===== src/rtl/core/ncic_pkg.sv =====
// ----------------------------------------------------------------------------
// ncic_pkg
// Shared types and codes of the nibble controller instruction core: opcodes,
// data-nibble selects, sequencer states and the arithmetic unit interface.
// ----------------------------------------------------------------------------
`default_nettype none

package ncic_pkg;

  localparam int unsigned NIB_W = 4;
  localparam int unsigned ADDR_W = 8;
  localparam int unsigned STEP_CNT_W = 2;

  // Opcodes, high nibble of the instruction byte.
  localparam logic [3:0] OP_NOP0 = 4'd0;
  localparam logic [3:0] OP_SETPINS = 4'd1;
  localparam logic [3:0] OP_WAIT = 4'd2;
  localparam logic [3:0] OP_JMPBACK = 4'd3;
  localparam logic [3:0] OP_LOADA = 4'd4;
  localparam logic [3:0] OP_MOVFROMA = 4'd5;
  localparam logic [3:0] OP_MOVTOA = 4'd6;
  localparam logic [3:0] OP_ALU = 4'd7;
  localparam logic [3:0] OP_PAGE = 4'd8;
  localparam logic [3:0] OP_JMP = 4'd9;
  localparam logic [3:0] OP_LOOPC = 4'd10;
  localparam logic [3:0] OP_LOOPD = 4'd11;
  localparam logic [3:0] OP_SKIP = 4'd12;
  localparam logic [3:0] OP_CALL = 4'd13;
  localparam logic [3:0] OP_RET = 4'd14;

  // Data-nibble selects of the move opcodes.
  localparam logic [3:0] SEL_B = 4'd1;
  localparam logic [3:0] SEL_C = 4'd2;
  localparam logic [3:0] SEL_D = 4'd3;
  localparam logic [3:0] SEL_ALLPINS = 4'd4;
  localparam logic [3:0] SEL_PIN0 = 4'd5;
  localparam logic [3:0] SEL_PIN1 = 4'd6;
  localparam logic [3:0] SEL_PIN2 = 4'd7;
  localparam logic [3:0] SEL_PIN3 = 4'd8;
  localparam logic [3:0] SEL_PWM = 4'd9;
  localparam logic [3:0] SEL_SERVO = 4'd10;
  localparam logic [3:0] SEL_ADC = 4'd9;

  // ALU selects.
  localparam logic [3:0] ALU_INC = 4'd1;
  localparam logic [3:0] ALU_DEC = 4'd2;
  localparam logic [3:0] ALU_ADD = 4'd3;
  localparam logic [3:0] ALU_SUB = 4'd4;
  localparam logic [3:0] ALU_MUL = 4'd5;
  localparam logic [3:0] ALU_DIV = 4'd6;
  localparam logic [3:0] ALU_AND = 4'd7;
  localparam logic [3:0] ALU_OR = 4'd8;
  localparam logic [3:0] ALU_XOR = 4'd9;
  localparam logic [3:0] ALU_NOT = 4'd10;

  // Skip conditions.
  localparam logic [3:0] SKP_GT = 4'd1;
  localparam logic [3:0] SKP_LT = 4'd2;
  localparam logic [3:0] SKP_EQ = 4'd3;
  localparam logic [3:0] SKP_IN0_HI = 4'd4;
  localparam logic [3:0] SKP_IN3_HI = 4'd7;
  localparam logic [3:0] SKP_IN0_LO = 4'd8;
  localparam logic [3:0] SKP_IN3_LO = 4'd11;
  localparam logic [3:0] SKP_S1_DN = 4'd12;
  localparam logic [3:0] SKP_S2_DN = 4'd13;
  localparam logic [3:0] SKP_S1_UP = 4'd14;
  localparam logic [3:0] SKP_S2_UP = 4'd15;

  localparam logic [3:0] NIB_ALL = 4'hf;

  // PWM request kinds.
  localparam logic [1:0] PWM_NONE = 2'd0;
  localparam logic [1:0] PWM_DUTY = 2'd1;
  localparam logic [1:0] PWM_SERVO = 2'd2;

  typedef enum logic [1:0] {
    ST_IDLE,
    ST_EXEC,
    ST_ITER,
    ST_OUT
  } state_t;

  typedef struct packed {
    logic start;
    logic is_div;
  } md_ctrl_t;

  typedef struct packed {
    logic busy;
    logic done;
  } md_stat_t;

endpackage

`default_nettype wire


===== src/rtl/core/nibble_controller_instruction_core.sv =====
// Sequence: a plain instruction is captured, then committed in ST_EXEC and shown in
// ST_OUT; a multiply or divide waits in ST_ITER for the shared unit, one bit per cycle.
// A new instruction is taken only once the result has been delivered;
// in_tready is high only while the core is idle.
// Reset (rst_n low at a clock edge) clears A, B, C, D, page, program counter,
// return address and output pins, and returns the sequencer to idle.
// ----------------------------------------------------------------------------
// nibble_controller_instruction_core
// Executes one 8-bit instruction of a 4-bit programmable controller per input
// transfer and returns the next fetch address, the pins and any wait or PWM
// request as one output transfer.
// ----------------------------------------------------------------------------
`default_nettype none

module nibble_controller_instruction_core
  import ncic_pkg::*;
(
  input  wire logic        clk,
  input  wire logic        rst_n,
  input  wire logic        in_tvalid,
  output logic             in_tready,
  // instr[7:0], din[11:8], switches[13:12], adc_level[17:14], zero above
  input  wire logic [23:0] in_tdata,
  output logic             out_tvalid,
  input  wire logic        out_tready,
  // fetch_addr[7:0], dout[11:8], wait_req[12], delay_code[16:13],
  // pwm_level[20:17], zero above
  output logic      [23:0] out_tdata,
  // pwm_mode[1:0]: what pwm_level is meant for
  output logic      [1:0]  out_tuser
);

  state_t state_r, state_nxt;

  // Instruction and pin levels captured at the input transfer.
  logic [7:0]       instr_r;
  logic [NIB_W-1:0] din_r;
  logic [1:0]       sw_r;
  logic [NIB_W-1:0] adc_r;

  // Architectural state.
  logic [NIB_W-1:0]  a_r, a_nxt;
  logic [NIB_W-1:0]  b_r, b_nxt;
  logic [NIB_W-1:0]  c_r, c_nxt;
  logic [NIB_W-1:0]  d_r, d_nxt;
  logic [NIB_W-1:0]  page_r, page_nxt;
  logic [ADDR_W-1:0] pc_r, pc_nxt;
  logic [ADDR_W-1:0] ret_r, ret_nxt;
  logic [NIB_W-1:0]  pins_r, pins_nxt;

  // Result register, loaded when the instruction commits.
  logic [ADDR_W-1:0] res_addr_r;
  logic [NIB_W-1:0]  res_pins_r;
  logic              res_dly_r, dly_nxt;
  logic [NIB_W-1:0]  res_dcode_r, dcode_nxt;
  logic [1:0]        res_pmode_r, pmode_nxt;
  logic [NIB_W-1:0]  res_plevel_r, plevel_nxt;

  logic [3:0]        opc;
  logic [3:0]        dat;
  logic [ADDR_W-1:0] target;
  logic [ADDR_W-1:0] pc_inc;
  logic [NIB_W-1:0]  c_dec;
  logic [NIB_W-1:0]  d_dec;
  logic              needs_md;
  logic              commit;
  logic [NIB_W-1:0]  alu_res;
  logic              skip;
  logic [1:0]        pin_idx;
  md_ctrl_t          md_ctrl;
  md_stat_t          md_stat;
  logic [NIB_W-1:0]  md_res;

  assign opc    = instr_r[7:4];
  assign dat    = instr_r[3:0];
  assign target = {page_r, dat};
  assign pc_inc = pc_r + 1'b1;
  assign c_dec  = c_r - 1'b1;
  assign d_dec  = d_r - 1'b1;
  // Select values 5..8 address pins 0..3.
  assign pin_idx = dat[1:0] - 2'd1;
  assign needs_md = (opc == OP_ALU) && ((dat == ALU_MUL) || (dat == ALU_DIV));

  ncic_muldiv u_muldiv (
    .clk    (clk),
    .rst_n  (rst_n),
    .ctrl   (md_ctrl),
    .op_a   (a_r),
    .op_b   (b_r),
    .stat   (md_stat),
    .result (md_res)
  );

  // Sequencer: capture, run the shared unit when the ALU needs it, commit,
  // then hold the result until the output transfer.
  always_ff @(posedge clk) begin
    if (!rst_n) begin
      state_r <= ST_IDLE;
    end else begin
      state_r <= state_nxt;
    end
  end

  always_comb begin
    state_nxt      = state_r;
    commit         = 1'b0;
    md_ctrl.start  = 1'b0;
    md_ctrl.is_div = (dat == ALU_DIV);
    in_tready      = 1'b0;
    out_tvalid     = 1'b0;
    unique case (state_r)
      ST_IDLE: begin
        in_tready = 1'b1;
        if (in_tvalid) begin
          state_nxt = ST_EXEC;
        end
      end
      ST_EXEC: begin
        if (needs_md) begin
          md_ctrl.start = 1'b1;
          state_nxt     = ST_ITER;
        end else begin
          commit    = 1'b1;
          state_nxt = ST_OUT;
        end
      end
      ST_ITER: begin
        if (md_stat.done) begin
          commit    = 1'b1;
          state_nxt = ST_OUT;
        end
      end
      ST_OUT: begin
        out_tvalid = 1'b1;
        if (out_tready) begin
          state_nxt = ST_IDLE;
        end
      end
      default: state_nxt = ST_IDLE;
    endcase
  end

  // Nibble ALU; multiply and divide come from the shared iterative unit.
  always_comb begin
    unique case (dat)
      ALU_INC: alu_res = a_r + 1'b1;
      ALU_DEC: alu_res = a_r - 1'b1;
      ALU_ADD: alu_res = a_r + b_r;
      ALU_SUB: alu_res = a_r - b_r;
      ALU_MUL: alu_res = md_res;
      ALU_DIV: alu_res = md_res;
      ALU_AND: alu_res = a_r & b_r;
      ALU_OR:  alu_res = a_r | b_r;
      ALU_XOR: alu_res = a_r ^ b_r;
      ALU_NOT: alu_res = a_r ^ NIB_ALL;
      default: alu_res = a_r;
    endcase
  end

  // Skip conditions: compares of A with B, input pin levels and switches
  // (a switch reads 0 when pressed).
  always_comb begin
    if (dat == SKP_GT) begin
      skip = a_r > b_r;
    end else if (dat == SKP_LT) begin
      skip = a_r < b_r;
    end else if (dat == SKP_EQ) begin
      skip = a_r == b_r;
    end else if ((dat >= SKP_IN0_HI) && (dat <= SKP_IN3_HI)) begin
      skip = din_r[dat[1:0]];
    end else if ((dat >= SKP_IN0_LO) && (dat <= SKP_IN3_LO)) begin
      skip = !din_r[dat[1:0]];
    end else if (dat == SKP_S1_DN) begin
      skip = !sw_r[0];
    end else if (dat == SKP_S2_DN) begin
      skip = !sw_r[1];
    end else if (dat == SKP_S1_UP) begin
      skip = sw_r[0];
    end else if (dat == SKP_S2_UP) begin
      skip = sw_r[1];
    end else begin
      skip = 1'b0;
    end
  end

  // Instruction effect. The counter advances by one unless the opcode sets it;
  // jump back and skip count from the address of the instruction itself.
  always_comb begin
    a_nxt      = a_r;
    b_nxt      = b_r;
    c_nxt      = c_r;
    d_nxt      = d_r;
    page_nxt   = page_r;
    pc_nxt     = pc_inc;
    ret_nxt    = ret_r;
    pins_nxt   = pins_r;
    dly_nxt    = 1'b0;
    dcode_nxt  = '0;
    pmode_nxt  = PWM_NONE;
    plevel_nxt = '0;
    unique case (opc)
      OP_SETPINS: pins_nxt = dat;
      OP_WAIT: begin
        dly_nxt   = 1'b1;
        dcode_nxt = dat;
      end
      // Back by the data nibble from the instruction itself.
      OP_JMPBACK: pc_nxt = pc_r - {4'd0, dat};
      OP_LOADA: a_nxt = dat;
      OP_MOVFROMA: begin
        if (dat == SEL_B) begin
          b_nxt = a_r;
        end else if (dat == SEL_C) begin
          c_nxt = a_r;
        end else if (dat == SEL_D) begin
          d_nxt = a_r;
        end else if (dat == SEL_ALLPINS) begin
          pins_nxt = a_r;
        end else if ((dat >= SEL_PIN0) && (dat <= SEL_PIN3)) begin
          pins_nxt[pin_idx] = a_r[0];
        end else if (dat == SEL_PWM) begin
          pmode_nxt  = PWM_DUTY;
          plevel_nxt = a_r;
        end else if (dat == SEL_SERVO) begin
          pmode_nxt  = PWM_SERVO;
          plevel_nxt = a_r;
        end
      end
      OP_MOVTOA: begin
        if (dat == SEL_B) begin
          a_nxt = b_r;
        end else if (dat == SEL_C) begin
          a_nxt = c_r;
        end else if (dat == SEL_D) begin
          a_nxt = d_r;
        end else if (dat == SEL_ALLPINS) begin
          a_nxt = din_r;
        end else if ((dat >= SEL_PIN0) && (dat <= SEL_PIN3)) begin
          a_nxt = {3'd0, din_r[pin_idx]};
        end else if (dat == SEL_ADC) begin
          a_nxt = adc_r;
        end
      end
      OP_ALU:  a_nxt = alu_res;
      OP_PAGE: page_nxt = dat;
      OP_JMP:  pc_nxt = target;
      OP_LOOPC: begin
        c_nxt = c_dec;
        if (c_dec != '0) begin
          pc_nxt = target;
        end
      end
      OP_LOOPD: begin
        d_nxt = d_dec;
        if (d_dec != '0) begin
          pc_nxt = target;
        end
      end
      OP_SKIP: begin
        if (skip) begin
          pc_nxt = pc_r + 8'd2;
        end
      end
      // A single return address: each call overwrites it.
      OP_CALL: begin
        ret_nxt = pc_inc;
        pc_nxt  = target;
      end
      OP_RET: pc_nxt = ret_r;
      default: ;
    endcase
  end

  always_ff @(posedge clk) begin
    if (!rst_n) begin
      a_r    <= '0;
      b_r    <= '0;
      c_r    <= '0;
      d_r    <= '0;
      page_r <= '0;
      pc_r   <= '0;
      ret_r  <= '0;
      pins_r <= '0;
    end else if (commit) begin
      a_r    <= a_nxt;
      b_r    <= b_nxt;
      c_r    <= c_nxt;
      d_r    <= d_nxt;
      page_r <= page_nxt;
      pc_r   <= pc_nxt;
      ret_r  <= ret_nxt;
      pins_r <= pins_nxt;
    end
  end

  // Payload registers need no reset.
  always_ff @(posedge clk) begin
    if (in_tvalid && in_tready) begin
      instr_r <= in_tdata[7:0];
      din_r   <= in_tdata[11:8];
      sw_r    <= in_tdata[13:12];
      adc_r   <= in_tdata[17:14];
    end
    if (commit) begin
      res_addr_r   <= pc_nxt;
      res_pins_r   <= pins_nxt;
      res_dly_r    <= dly_nxt;
      res_dcode_r  <= dcode_nxt;
      res_pmode_r  <= pmode_nxt;
      res_plevel_r <= plevel_nxt;
    end
  end

  assign out_tdata = {3'd0, res_plevel_r, res_dcode_r, res_dly_r, res_pins_r, res_addr_r};
  assign out_tuser = res_pmode_r;

endmodule

`default_nettype wire


===== src/rtl/core/ncic_muldiv.sv =====
// ----------------------------------------------------------------------------
// ncic_muldiv
// Iterative 4-bit multiply / divide unit. One bit per cycle: shift-and-add
// for the product (low nibble kept), restoring division for the quotient.
// ----------------------------------------------------------------------------
`default_nettype none

module ncic_muldiv
  import ncic_pkg::*;
(
  input  wire logic             clk,
  input  wire logic             rst_n,
  input  wire md_ctrl_t         ctrl,
  input  wire logic [NIB_W-1:0] op_a,
  input  wire logic [NIB_W-1:0] op_b,
  output md_stat_t              stat,
  output logic      [NIB_W-1:0] result
);

  logic                  busy_r, busy_nxt;
  logic                  done_r, done_nxt;
  logic [STEP_CNT_W-1:0] cnt_r, cnt_nxt;
  logic                  div_r, div_nxt;
  logic [NIB_W-1:0]      x_r, x_nxt;
  logic [NIB_W-1:0]      y_r, y_nxt;
  logic [NIB_W-1:0]      acc_r, acc_nxt;
  logic [NIB_W:0]        trial;
  logic [NIB_W:0]        diff;

  always_ff @(posedge clk) begin
    if (!rst_n) begin
      busy_r <= 1'b0;
      done_r <= 1'b0;
      cnt_r  <= '0;
    end else begin
      busy_r <= busy_nxt;
      done_r <= done_nxt;
      cnt_r  <= cnt_nxt;
    end
    div_r <= div_nxt;
    x_r   <= x_nxt;
    y_r   <= y_nxt;
    acc_r <= acc_nxt;
  end

  // For division x holds the dividend, shifted out as quotient bits come in,
  // and acc holds the partial remainder. A zero divisor yields all ones.
  assign trial = {acc_r, x_r[NIB_W-1]};
  assign diff  = trial - {1'b0, y_r};

  always_comb begin
    busy_nxt = busy_r;
    done_nxt = 1'b0;
    cnt_nxt  = cnt_r;
    div_nxt  = div_r;
    x_nxt    = x_r;
    y_nxt    = y_r;
    acc_nxt  = acc_r;
    if (ctrl.start) begin
      busy_nxt = 1'b1;
      cnt_nxt  = '0;
      div_nxt  = ctrl.is_div;
      x_nxt    = op_a;
      y_nxt    = op_b;
      acc_nxt  = '0;
    end else if (busy_r) begin
      if (div_r) begin
        if (!diff[NIB_W]) begin
          acc_nxt = diff[NIB_W-1:0];
          x_nxt   = {x_r[NIB_W-2:0], 1'b1};
        end else begin
          acc_nxt = trial[NIB_W-1:0];
          x_nxt   = {x_r[NIB_W-2:0], 1'b0};
        end
      end else begin
        acc_nxt = acc_r + (y_r[0] ? x_r : '0);
        x_nxt   = {x_r[NIB_W-2:0], 1'b0};
        y_nxt   = {1'b0, y_r[NIB_W-1:1]};
      end
      cnt_nxt = cnt_r + 1'b1;
      if (cnt_r == STEP_CNT_W'(NIB_W - 1)) begin
        busy_nxt = 1'b0;
        done_nxt = 1'b1;
      end
    end
  end

  assign stat.busy = busy_r;
  assign stat.done = done_r;
  assign result    = div_r ? x_r : acc_r;

endmodule

`default_nettype wire


===== config.mk =====
export PLATFORM = sky130hd
export DESIGN_NAME = nibble_controller_instruction_core
export DESIGN_NICKNAME = d
export VERILOG_FILES = /design/src/rtl/core/ncic_pkg.sv /design/src/rtl/core/nibble_controller_instruction_core.sv /design/src/rtl/core/ncic_muldiv.sv
export SDC_FILE = /design/constraint.sdc
export NUM_CORES = 1
export LEC_CHECK = 0
export BUFFER_PORTS_ARGS = -buffer_cell sky130_fd_sc_hd__buf_2
export CORE_ASPECT_RATIO = 1.75
export CORE_UTILIZATION = 60
export CTS_CLUSTER_SIZE = 20
export DETAILED_ROUTE_END_ITERATION = 12
export PLACE_DENSITY = 0.8
export SLEW_MARGIN = 25
export SYNTH_ARGS = -nofsm -noshare
export SYNTH_HDL_FRONTEND = slang
export SYNTH_SLANG_ARGS = --single-unit

===== constraint.sdc =====
create_clock -name clk -period 3.5 [get_ports clk]
set_input_delay 0 -clock clk [delete_from_list [all_inputs] [get_ports clk]]
set_output_delay 0 -clock clk [all_outputs]
set_load 0.01 [all_outputs]

; ---- Word-level counts from Yosys, hierarchy flattened
; Index checks and enable logic that the tools add are counted.
[word_totals]
reg_bits = 100
ramBits = 0
wordCells = 205
mem_count = 0
input_bits = 28
mem_bits_ro = 0
out_inout_bits = 28
latchBits = 0
[classes]
order_cmp = 11
eq_ne = 43
bitwise = 7
shift = 0
addsub = 13
muxes = 73
reduce_logical = 31
n_div = 0
mul = 0
[op_table]
columns = cell, n
row1 = $mux W4, 27
row2 = $eq A4 B4 Y1 const B, 14
row3 = $pmux W8 S6, 1
row4 = $pmux W4 S9, 1
row5 = $eq A4 B3 Y1 const B, 8
row6 = $mux W1, 27
row7 = $mux W8, 3
row8 = $pmux W4 S2, 3
row9 = $eq A4 B2 Y1 const B, 4
row10 = $ne A2 B2 Y1 const B, 7
row11 = $pmux W4 S3, 1
row12 = $sub A4 B1 Y4 const B, 3
row13 = $ne A10 B2 Y1 const B, 1
row14 = $add A4 B4 Y4, 2
row15 = $add A8 B1 Y8 const B, 1
row16 = $add A8 B2 Y8 const B, 1
row17 = $eq A4 B1 Y1 const B, 2
row18 = $ge A4 B3 Y1 const B, 2
row19 = $le A4 B4 Y1 const B, 2
row20 = $mux W2, 4
row21 = $pmux W2 S4, 1
row22 = $reduce_and A4 Y1, 2
row23 = $reduce_bool A4 Y1, 2
row24 = $sub A8 B4 Y8, 1
row25 = 38 further kinds, 58

; ---- Longest topological paths before layout
; Gate-level depths: netlist (run 1).
[depth]
word_depth = 12
ltp_mapped = 13

; ---- Modules after synthesis
; From an unflattened synthesis (run 1), not the netlist that was laid out.
[unflattened]
cells_unflattened = 833
area_unflattened_um2 = 7218.2
[modules_own_cells]
columns = module, cells_per_inst, area_per_inst_um2, n_inst
row1 = nibble_controller_instruction_core, 697, 5995.8, 1
row2 = ncic_muldiv, 136, 1222.4, 1

; ---- Least setup slack after synthesis (run 1)
; Ideal clock, no wire load.
[synth_path]
path_kind = flip-flop to flip-flop
startpoint = reg instr_r[0]
endpoint = reg pc_r[1]
arrival_time_ns = 2.894
synth_period_minus_slack_ns = 2.988
t_required_ns = 3.406
path_stages_with_launch = 12
path_slack_ns = 0.512
cell_sequence = edfxtp_1 > inv_1 > ha_1 > nor2_1 > o31ai_1 > nand2_1 > nand2_2 > inv_2 > buf_2 > clkbuf_1 > nand2_1 > o32ai_1
[synth_between]
elab_cells_between_ends = 34
[synth_rtl]
columns = element, line_no
row1 = start: declaration, nibble_controller_instruction_core.sv:36  ; logic [7:0] instr_r;
row2 = start signal: assignment, nibble_controller_instruction_core.sv:299  ; instr_r <= in_tdata[7:0];
row3 = $eq A4 B3 Y1, nibble_controller_instruction_core.sv:82  ; assign needs_md = (opc == OP_ALU) && ((dat == ALU_MUL) || (dat == ALU_DIV));
row4 = $logic_or A1 B1 Y1 (*), nibble_controller_instruction_core.sv:82
row5 = $logic_and A1 B1 Y1 (*), nibble_controller_instruction_core.sv:82
row6 = $mux W1 (*), nibble_controller_instruction_core.sv:119  ; if (needs_md) begin
row7 = $pmux W1 S2 (*), nibble_controller_instruction_core.sv:111  ; unique case (state_r)
row8 = via commit, nibble_controller_instruction_core.sv:66  ; logic commit;
row9 = end signal: assignment, nibble_controller_instruction_core.sv:290  ; pc_r <= pc_nxt;
row10 = end: declaration, nibble_controller_instruction_core.sv:47  ; logic [ADDR_W-1:0] pc_r, pc_nxt;
; Mark *: on every way through the listed nets, which the timed path passes. The rest lies on a longest branch. The select of a mux whose other input is x is not followed.
; A chain may end at the register's enable or synchronous reset.

; ---- Worst setup path after layout (run 1)
[layout_path]
startpoint = reg instr_r[0]
endpoint = reg res_addr_r[3], data pin
[layout_between]
elab_chain_len = 12
elab_cells_between_ends = 28
[layout_lines]
columns = element, line_no
row1 = $eq A4 B4 Y1, nibble_controller_instruction_core.sv:179  ; end else if (dat == SKP_S2_UP) begin
row2 = $mux W1, nibble_controller_instruction_core.sv:179
row3 = $mux W1, nibble_controller_instruction_core.sv:177  ; end else if (dat == SKP_S1_UP) begin
row4 = $mux W1, nibble_controller_instruction_core.sv:175  ; end else if (dat == SKP_S2_DN) begin
row5 = $mux W1, nibble_controller_instruction_core.sv:173  ; end else if (dat == SKP_S1_DN) begin
row6 = $mux W1, nibble_controller_instruction_core.sv:171  ; end else if ((dat >= SKP_IN0_LO) && (dat <= SKP_IN3_LO)) begin
row7 = $mux W1, nibble_controller_instruction_core.sv:169  ; end else if ((dat >= SKP_IN0_HI) && (dat <= SKP_IN3_HI)) begin
row8 = $mux W1, nibble_controller_instruction_core.sv:167  ; end else if (dat == SKP_EQ) begin
row9 = $mux W1, nibble_controller_instruction_core.sv:165  ; end else if (dat == SKP_LT) begin
row10 = $mux W1, nibble_controller_instruction_core.sv:163  ; if (dat == SKP_GT) begin
row11 = $mux W8, nibble_controller_instruction_core.sv:260  ; if (skip) begin
row12 = $pmux W8 S6 (*), nibble_controller_instruction_core.sv:201  ; unique case (opc)
row13 = via pc_nxt[3], nibble_controller_instruction_core.sv:47
row14 = end signal: assignment, nibble_controller_instruction_core.sv:305  ; res_addr_r <= pc_nxt;
row15 = end: declaration, nibble_controller_instruction_core.sv:52  ; logic [ADDR_W-1:0] res_addr_r;
; Marks and branches as above.

==> qor.yml, run 1 <==
power_and_ir_drop:
  pwr_density_cell_mw_per_mm2: 581
  leakagePower_nw: 3.05
  power_mw: 4.44
  vdd_drop_max_v: 0.000628
setup_path:
  r2r_end: "res_addr_r[3]"
  worstSetupEndpointType: "flip-flop"
  crit_path_start: "instr_r[0]"
  r2r_cells: 9
  cp.required_ns: 3.62
  arrival_ns: 3.24
  r2r-start: "instr_r[0]"
  rrSetupSlack_ns: 0.38
  worstSetupStartpointType: "flip-flop"
  crit_fanout: 11
  critical_path_class: "flip-flop to flip-flop"
route:
  finalWirelength_mm: 21.0
  drc_errors: 0
  routed_via_density: 6.58
  ant_nets: 0
  wl_per_cell_um: 22.1
  dr.pass1.iters: 6
  vias: 6249
  first_iter_violations: 573
floorplanning:
  fp.dieH_um: 142
  dieArea_mm2: 0.0116
  io_pins: 56
  rows: 50
  die_x_um: 81.8
  core-area_mm2: 0.0108
  initial_core_util_pct: 62.1
finish:
  drive_above_1_share_pct: 14.1
  fin_nets: 892
  insertedDiodeCount: 0
  syn_to_final_growth_pct: 14.4
  post-route-util_pct: 71.0
worst_hold_path:
  hp-start: "rst_n"
  hold_path_class: "input pin to flip-flop"
  whs_endpoint: "state_r[0]"
  hold_path_depth: 3
placement:
  globalplace.congestion: 1.01
  dpl.hpwl_mm: 15.4
  io_buffers: 46
synthesis:
  synth_flop_cell: "edfxtp_1"
  ys_seq_area_share_pct: 37.5
  yosysTopAreaCell: "edfxtp_1"
  synth_top_area_share_pct: 22.5
  ys_types: 76
  synth_edf_count: 50
  yosysMostFrequentCell: "nand2_1"
  syn-cell-area_mm2: 0.00668
  avgSynthCellArea_um2: 8.99
  ys_warn_count: 0
  ys_seq_elements: 100
  synth_top_cells_by_area: "edfxtp_1, dfxtp_1, ha_1, a21oi_1, nand2_1"
  synth_common_cells: "nand2_1, nor2_1, a21oi_1, dfxtp_1, edfxtp_1"
  synthArstFlopShare_pct: 0
  synthCells: 743
clocking:
  postCtsSetupRepairBufs: 0
  cts_root_buf: "clkbuf_16"
  clk_latency_ns: 0.35
  cts_tree: "built"
  cts.sink_count: 100
  cts_buffers: 9
  clk_pin_slew_worst_paths_ns: 0.08
  clock_path_buffers: 2
  cts_resized: 0
  cts-htree-levels: 3
sta:
  fin_crit_ns: 3.12
  report.final.slew_viol_count: 0
  period_share_pct: 89.2
  max_freq_mhz: 320
  hold_viol: 0
  rsz0062_at_grt: "no"
  setup_viol: 0
  finClkSkew_ns: 0.0119
  slew_headroom_pct: 31.4
  final.setup.tns_ns: 0
  worst_pin_slew_ns: 1.02
global_route:
  grt_pass1_wl_mm: 33.0
  grt_overflow: 0
  antenna_found_initial: 0
  gr-usage-all-layers_pct: 38.6
  grt_max_degree: 39
  grt_pass1_vias: 6264
outcome:
  status: "finished, final reports clean"
job:
  max_cap_viol_count: 0
==> per-stage QoR <==
stage | std cells | hold slack (ns) | area [um2] | setup WS (ns)
after floorplan | 745 | 0.0989 | 6690 | 0.512
after global placement | 916 | 0.176 | 7160 | 0.531
after detailed placement | 916 | 0.178 | 7160 | 0.519
after CTS | 950 | 0.0630 | 7640 | 0.472
after global routing | 950 | 0.0869 | 7640 | 0.250
final | 950 | 0.0846 | 7640 | 0.376
==> registers in the layout, summed over array words and instances, names as in the netlist, 2 cells and up <==
register,cells
pc_r,8
adc_r,4
pins_r,4
res_addr_r,8
res_pins_r,4
sw_r,2
res_dcode_r,4
d_r,4
u_muldiv.acc_r,4
out_tuser,2
din_r,4
a_r,4
state_r,2
b_r,4
u_muldiv.cnt_r,2
ret_r,8
u_muldiv.x_r,4
page_r,4
u_muldiv.y_r,4
instr_r,8
res_plevel_r,4
c_r,4
==> logic make-up after synthesis <==
| kind of cell | Yosys count | share of synthesized area (%) |
|---|---|---|
| adders and majority gates | 49 | 9.74 |
| buffers and inverters | 88 | 5.41 |
| DFF | 100 | 37.5 |
| AOI/OAI and AO/OA | 224 | 23.0 |
| other | 1 | 0.0561 |
| and+or+nand+nor | 234 | 17.3 |
| muxes | 24 | 3.97 |
| xor gates and xnor gates | 23 | 3.02 |
==> cell type report <==
type	count	area [um2]
Timing Repair Buffer	98	666
Tap cell	130	163
Clock inverter	7	81.3
Fill cell	851	3120
Inverter	49	184
Clock buffer	9	225
Multi-Input combinational cell	557	3820
Sequential cell	100	2500
==> layer usage <==
metal	up-vias	GRT usage, %	part of all wire (%)
met3	117	8.75	5.7
met2	338	67.5	53
met1	2921	37.9	33
met5	-	0	0
li1	2873	-	-
met4	0	29.1	8.0
==> power breakdown <==
part	leakage (nW)	internal, mW	switching, mW
Clock	0.152	0.566	0.470
Combinational	2.03	0.671	1.09
Sequential	0.873	1.45	0.196
Total	3.05	2.69	1.75
==> worst max-delay path by stage <==
stage and endpoint:
3_3_place_gp a_r[0], 5_1_grt a_r[0], 3_5_place_dp a_r[3], 4_1_cts a_r[3], 6_report res_addr_r[3], 2_1_floorplan pc_r[1]
==> repair_timing <==
action                     CTS  global route
hold endpoints to repair    18             0
setup endpoints to repair    0             0
hold buffers                18             0
==> cell usage in the layout (no fill, tap or decap), types with 9 or more instances in the layout <==
cell / count
nor2b_1: 10
inv_1: 46
o21ai_0: 48
o22ai_1: 9
and2_1: 11
ha_1: 44
nor3_1: 15
nand2_1: 66
nand2b_1: 13
buf_4: 34
clkbuf_16: 9
a21oi_1: 50
xor2_1: 17
nor2_1: 64
nand3_1: 13
mux2i_1: 22
a211oi_1: 15
dfxtp_1: 50
dlygate4sd3_1: 18
o211ai_1: 12
edfxtp_1: 50
buf_2: 46
==> worst max-delay path: stages, from the launching register on <==
cell and delay, ns:
edfxtp_1 0.64, inv_1 0.25, ha_1 0.33, buf_4 0.21, a211oi_1 0.25, a32oi_2 0.19, o32a_2 0.29, o21ai_1 0.24
a21oi_1 0.12, o31ai_1 0.37
Power figures use the tool's default switching activity.
==> inputs of run 2 (changes only) <==
--- a/config.mk
+++ b/config.mk
@@ -6,11 +6,13 @@
 export NUM_CORES = 1
 export LEC_CHECK = 0
 export BUFFER_PORTS_ARGS = -buffer_cell sky130_fd_sc_hd__buf_2
+export CELL_PAD_IN_SITES_DETAIL_PLACEMENT = 0
+export CELL_PAD_IN_SITES_GLOBAL_PLACEMENT = 1
 export CORE_ASPECT_RATIO = 1.75
-export CORE_UTILIZATION = 60
+export CORE_UTILIZATION = 47
 export CTS_CLUSTER_SIZE = 20
 export DETAILED_ROUTE_END_ITERATION = 12
-export PLACE_DENSITY = 0.8
+export PLACE_DENSITY_LB_ADDON = 0.1
 export SLEW_MARGIN = 25
 export SYNTH_ARGS = -nofsm -noshare
 export SYNTH_HDL_FRONTEND = slang
==> qor.yml, run 2 (synthesized netlist as in run 1, its figures left out) <==
outcome:
  status: "finished, final reports clean"
clocking:
  clock_path_buffers: 2
  cts_resized: 0
  cts-htree-levels: 3
  postCtsSetupRepairBufs: 0
  cts_root_buf: "clkbuf_16"
  cts_tree: "built"
  clk_latency_ns: 0.35
  clk_pin_slew_worst_paths_ns: 0.08
  cts.sink_count: 100
  cts_buffers: 9
sta:
  max_freq_mhz: 320
  slew_headroom_pct: 40.5
  final.setup.tns_ns: 0
  rsz0062_at_grt: "no"
  period_share_pct: 89.3
  fin_crit_ns: 3.12
  setup_viol: 0
  holdWs_ns: 0.112
  finClkSkew_ns: 0.0141
  hold_viol: 0
  worst_pin_slew_ns: 0.893
  report.final.slew_viol_count: 0
route:
  finalWirelength_mm: 22.5
  first_iter_violations: 351
  drc_errors: 0
  wl_per_cell_um: 22.3
  vias: 6146
  ant_nets: 0
  dr.pass1.iters: 6
  routed_via_density: 6.09
power_and_ir_drop:
  leakagePower_nw: 3.11
  power_mw: 4.44
  pwr_density_cell_mw_per_mm2: 570
  vdd_drop_max_v: 0.000407
placement:
  dpl.hpwl_mm: 17.3
  io_buffers: 46
  globalplace.congestion: 0.963
setup_path:
  cpMostUsedCell: "buf_4"
  crit_fanout: 8
  cp.required_ns: 3.72
  cpPeakStageDelay_ns: 0.45
  worstSetupStartpointType: "flip-flop"
  cp_slowest_cell: "a221oi_1"
  cp_cell_sequence: "inv_1 > ha_1 > nor2b_1 > o21ai_1 > buf_4 > o22a_1 > a221oi_1 > nor4_2 > buf_4 > a211oi_1"
  r2r_cells: 10
  worstSetupEndpointType: "flip-flop"
  critical_path_class: "flip-flop to flip-flop"
  arrival_ns: 3.35
global_route:
  gr-usage-all-layers_pct: 31.9
  grt_pass1_wl_mm: 34.8
  antenna_found_initial: 0
  grt_max_degree: 31
  grt_overflow: 0
  grt_pass1_vias: 6291
floorplanning:
  die_x_um: 92.1
  rows: 57
  core-area_mm2: 0.0139
  initial_core_util_pct: 48.0
  fp.dieH_um: 160
  io_pins: 56
  dieArea_mm2: 0.0147
finish:
  drive_above_1_share_pct: 15.4
  mostFrequentLayoutCells: "nand2_1, nor2_1, a21oi_1, dfxtp_1, edfxtp_1"
  fin_nets: 904
  mostFrequentLayoutCell: "nand2_1"
  syn_to_final_growth_pct: 16.4
  insertedDiodeCount: 0
worst_hold_path:
  hold_path_depth: 5
  hold_path_class: "input pin to flip-flop"
job:
  max_cap_viol_count: 0
==> run 2: layer usage <==
layer  track usage (%)  part of all wire (%)
met2              59.5                    54
met5                 0                     0
met3              5.05                   4.1
met1              29.9                    33
met4              25.3                   8.7
==> run 2: worst paths after layout <==
kind / startpoint / end / slack (ns)
hold / removal: in_tvalid / state_r[0] / 0.11
setup reg to reg: instr_r[0] / a_r[0] / 0.38
setup / recovery: instr_r[0] / a_r[0] / 0.38
hold reg to reg: ret_r[1] / ret_r[1] / 0.50
==> run 2: what timing repair did <==
| action | 4_1_cts | 5_1_grt |
|---|---|---|
| hold endpoints to repair | 18 | 0 |
| setup endpoints to repair | 0 | 0 |
| hold buffers | 18 | 0 |
==> run 2: critical path: cells and delay by family, from the launching register on <==
family                     cells  cell delay [ns]
adders and majority gates      1             0.44
buffers and inverters          3             0.74
AOI/OAI and AO/OA              4             1.20
and+or+nand+nor                2             0.25
DFF                            1             0.38
==> run 2: cell type report <==
class,count,area [um2]
fillers,1313,6130
multi-input cells,557,3830
flip-flops and latches,100,2500
repair buffers,110,756
clock buffers,9,225
well taps,177,221
inverters,49,184
clock inverters,7,60.1
==> run 2: through the flow <==
step	area, um2	cells	setup slack (ns)	util (%)
2_1_floorplan	6690	745	0.512	-
3_3_place_gp	7310	975	0.431	52.5
3_5_place_dp	7310	975	0.447	52.5
4_1_cts	7770	1009	0.435	55.9
5_1_grt	7780	1009	0.316	55.9
6_report	7780	1009	0.376	55.9
==> run 2: power by group <==
| group | internal (mW) | total [mW] | switching, mW | leakage, nW |
|---|---|---|---|---|
| logic | 0.700 | 1.86 | 1.15 | 2.10 |
| registers | 1.45 | 1.60 | 0.150 | 0.873 |
| clock network | 0.494 | 0.982 | 0.487 | 0.139 |
==> inputs of run 3 (changes only) <==
--- a/config.mk
+++ b/config.mk
@@ -12,6 +12,7 @@
 export CORE_UTILIZATION = 47
 export CTS_CLUSTER_SIZE = 20
 export DETAILED_ROUTE_END_ITERATION = 12
+export MAX_ROUTING_LAYER = met4
 export PLACE_DENSITY_LB_ADDON = 0.1
 export SLEW_MARGIN = 25
 export SYNTH_ARGS = -nofsm -noshare
==> constraint.sdc (replaced) <==
create_clock -name clk -period 3.5 [get_ports clk]
set_input_delay 0.525 -clock clk [delete_from_list [all_inputs] [get_ports clk]]
set_output_delay 0.525 -clock clk [all_outputs]
set_load 0.01 [all_outputs]
==> qor.yml, run 3 (synthesized netlist as in run 1, its figures left out) <==
route:
  dr.max_layer_used: "met4"
  vias: 6057
  ant_nets: 0
  first_iter_violations: 347
  dr.pass1.iters: 5
  route.met2.wl_mm: 12.9
  route.met3.wl_um: 716
  routed_via_density: 6.09
  wl_per_cell_um: 23.3
  drc_errors: 0
  wl_met1_mm: 7.61
  finalWirelength_mm: 23.2
sta:
  worst_pin_slew_ns: 1.05
  period_share_pct: 87.7
  hold_viol: 0
  rsz0062_at_grt: "no"
  report.final.slew_viol_count: 0
  max_freq_mhz: 326
  setup_viol: 0
  final.setup.tns_ns: 0
  holdWs_ns: 0.335
  finClkSkew_ns: 0.0149
  slew_headroom_pct: 29.5
  fin_crit_ns: 3.07
power_and_ir_drop:
  leakagePower_nw: 3.06
  pwr_density_cell_mw_per_mm2: 599
  netSwitchingPower_mw: 1.83
  power_frac_seq_pct: 35.3
  vdd_drop_max_v: 0.000292
  power_frac_comb_pct: 40.1
  sw_frac_of_total_pct: 39.9
  internal_power_mw: 2.76
  clockPowerShare_pct: 24.6
finish:
  fin_cells: 994
  multi_input_area_mm2: 0.00382
  insertedDiodeCount: 0
  drive_above_1_share_pct: 15.9
  ff_latch_area_mm2: 0.00250
  fin_nets: 889
  syn_to_final_growth_pct: 14.7
  fillers: 1334
  mostFrequentLayoutCells: "nand2_1, nor2_1, a21oi_1, dfxtp_1, edfxtp_1"
  mostFrequentLayoutCell: "nand2_1"
job:
  max_cap_viol_count: 0
setup_path:
  timing.critical_path.to: "a_r[0]"
  r2r-start: "instr_r[1]"
  crit_family: "compound AO/OA/AOI/OAI gates"
  cp.required_ns: 3.71
  arrival_ns: 3.28
  cpPeakStageDelay_ns: 0.58
  worstSetupEndpointType: "flip-flop"
  cp_slowest_cell: "edfxtp_1"
  critical_path_class: "flip-flop to flip-flop"
  crit_cells: 9
  rrSetupSlack_ns: 0.43
  worstSetupStartpointType: "flip-flop"
  cp_cell_sequence: "inv_1 > ha_1 > buf_4 > nand2_1 > o31ai_1 > a221oi_1 > o21ai_1 > a222oi_1 > a211oi_1"
  r2r_end: "a_r[0]"
  crit_fanout: 9
  crit_path_start: "instr_r[1]"
  r2r_cells: 9
  cp.buffers_inverters: 2
clocking:
  clk_pin_slew_worst_paths_ns: 0.08
  clock_path_buffers: 2
  cts.sink_count: 100
  cts-htree-levels: 3
  cts_tree: "built"
  postCtsSetupRepairBufs: 0
  holdBufCountCts: 0
  clk_latency_ns: 0.36
  cts_root_buf: "clkbuf_16"
  cts_resized: 0
  cts_buffers: 9
placement:
  dpl.hpwl_mm: 18.0
  placedCellCount: 978
  io_buffers: 46
  globalplace.congestion: 0.973
global_route:
  grt_overflow: 0
  grt_pass1_vias: 6154
  gr-usage-all-layers_pct: 33.5
  grt_pass1_wl_mm: 35.3
  antenna_found_initial: 0
  grt_max_degree: 24
outcome:
  status: "finished, final reports clean"
floorplanning:
  die_x_um: 92.1
  io_pins: 56
  rows: 57
  dieArea_mm2: 0.0147
  initial_core_util_pct: 48.0
  core-area_mm2: 0.0139
  fp.dieH_um: 160
worst_hold_path:
  hold_path_class: "input pin to flip-flop"
[run 3: worst min-delay path by stage]
stage	from	endpoint	slack [ns]	depth (start not counted)
final	in_tdata[0]	instr_r[0]	0.34	1
after global routing	in_tdata[0]	instr_r[0]	0.33	1
after CTS	in_tdata[0]	instr_r[0]	0.33	1
after detailed placement	page_r[0]	page_r[0]	0.48	2
after global placement	page_r[0]	page_r[0]	0.48	2
after floorplan	page_r[2]	page_r[2]	0.45	2
[run 3: area by class of cell]
class | instances | area share [%]
clock buffer | 10 | 3.27
clock inverter | 6 | 1.11
inverter | 49 | 2.40
multi-input combinational | 557 | 49.9
sequential | 100 | 32.7
tap | 177 | 2.89
timing repair buffer | 95 | 7.80
[run 3: through the flow]
step | setup slack, ns | util (%) | power (mW) | area [um2]
after floorplan | 0.512 | - | 2.78 | 6690
after global placement | 0.562 | 52.7 | 3.41 | 7330
after detailed placement | 0.518 | 52.7 | 3.47 | 7330
after CTS | 0.501 | 55.1 | 4.60 | 7660
after global routing | 0.160 | 55.1 | 4.82 | 7660
final | 0.430 | 55.1 | 4.59 | 7660
[run 3: worst register-to-register path, cell delays in order, from the launching register on]
cell	delay (ns)
edfxtp_1	0.58
inv_1	0.14
ha_1	0.33
buf_4	0.23
nand2_1	0.30
o31ai_1	0.14
a221oi_1	0.47
o21ai_1	0.19
a222oi_1	0.37
a211oi_1	0.19
[run 3: metal layers]
layer | vias to the layer above | global-route usage, %
met2 | 169 | 62.5
met4 | 0 | 24.6
met1 | 2931 | 30.6
met5 | - | -
li1 | 2861 | -
met3 | 96 | 3.52
[run 3: power groups by stage]
stage | clock network [mW] | logic, mW | registers, mW
2_1_floorplan | 0 | 1.18 | 1.59
3_3_place_gp | 0 | 1.77 | 1.64
3_5_place_dp | 0 | 1.82 | 1.65
4_1_cts | 1.16 | 1.83 | 1.62
5_1_grt | 1.19 | 1.99 | 1.64
6_report | 1.13 | 1.84 | 1.62
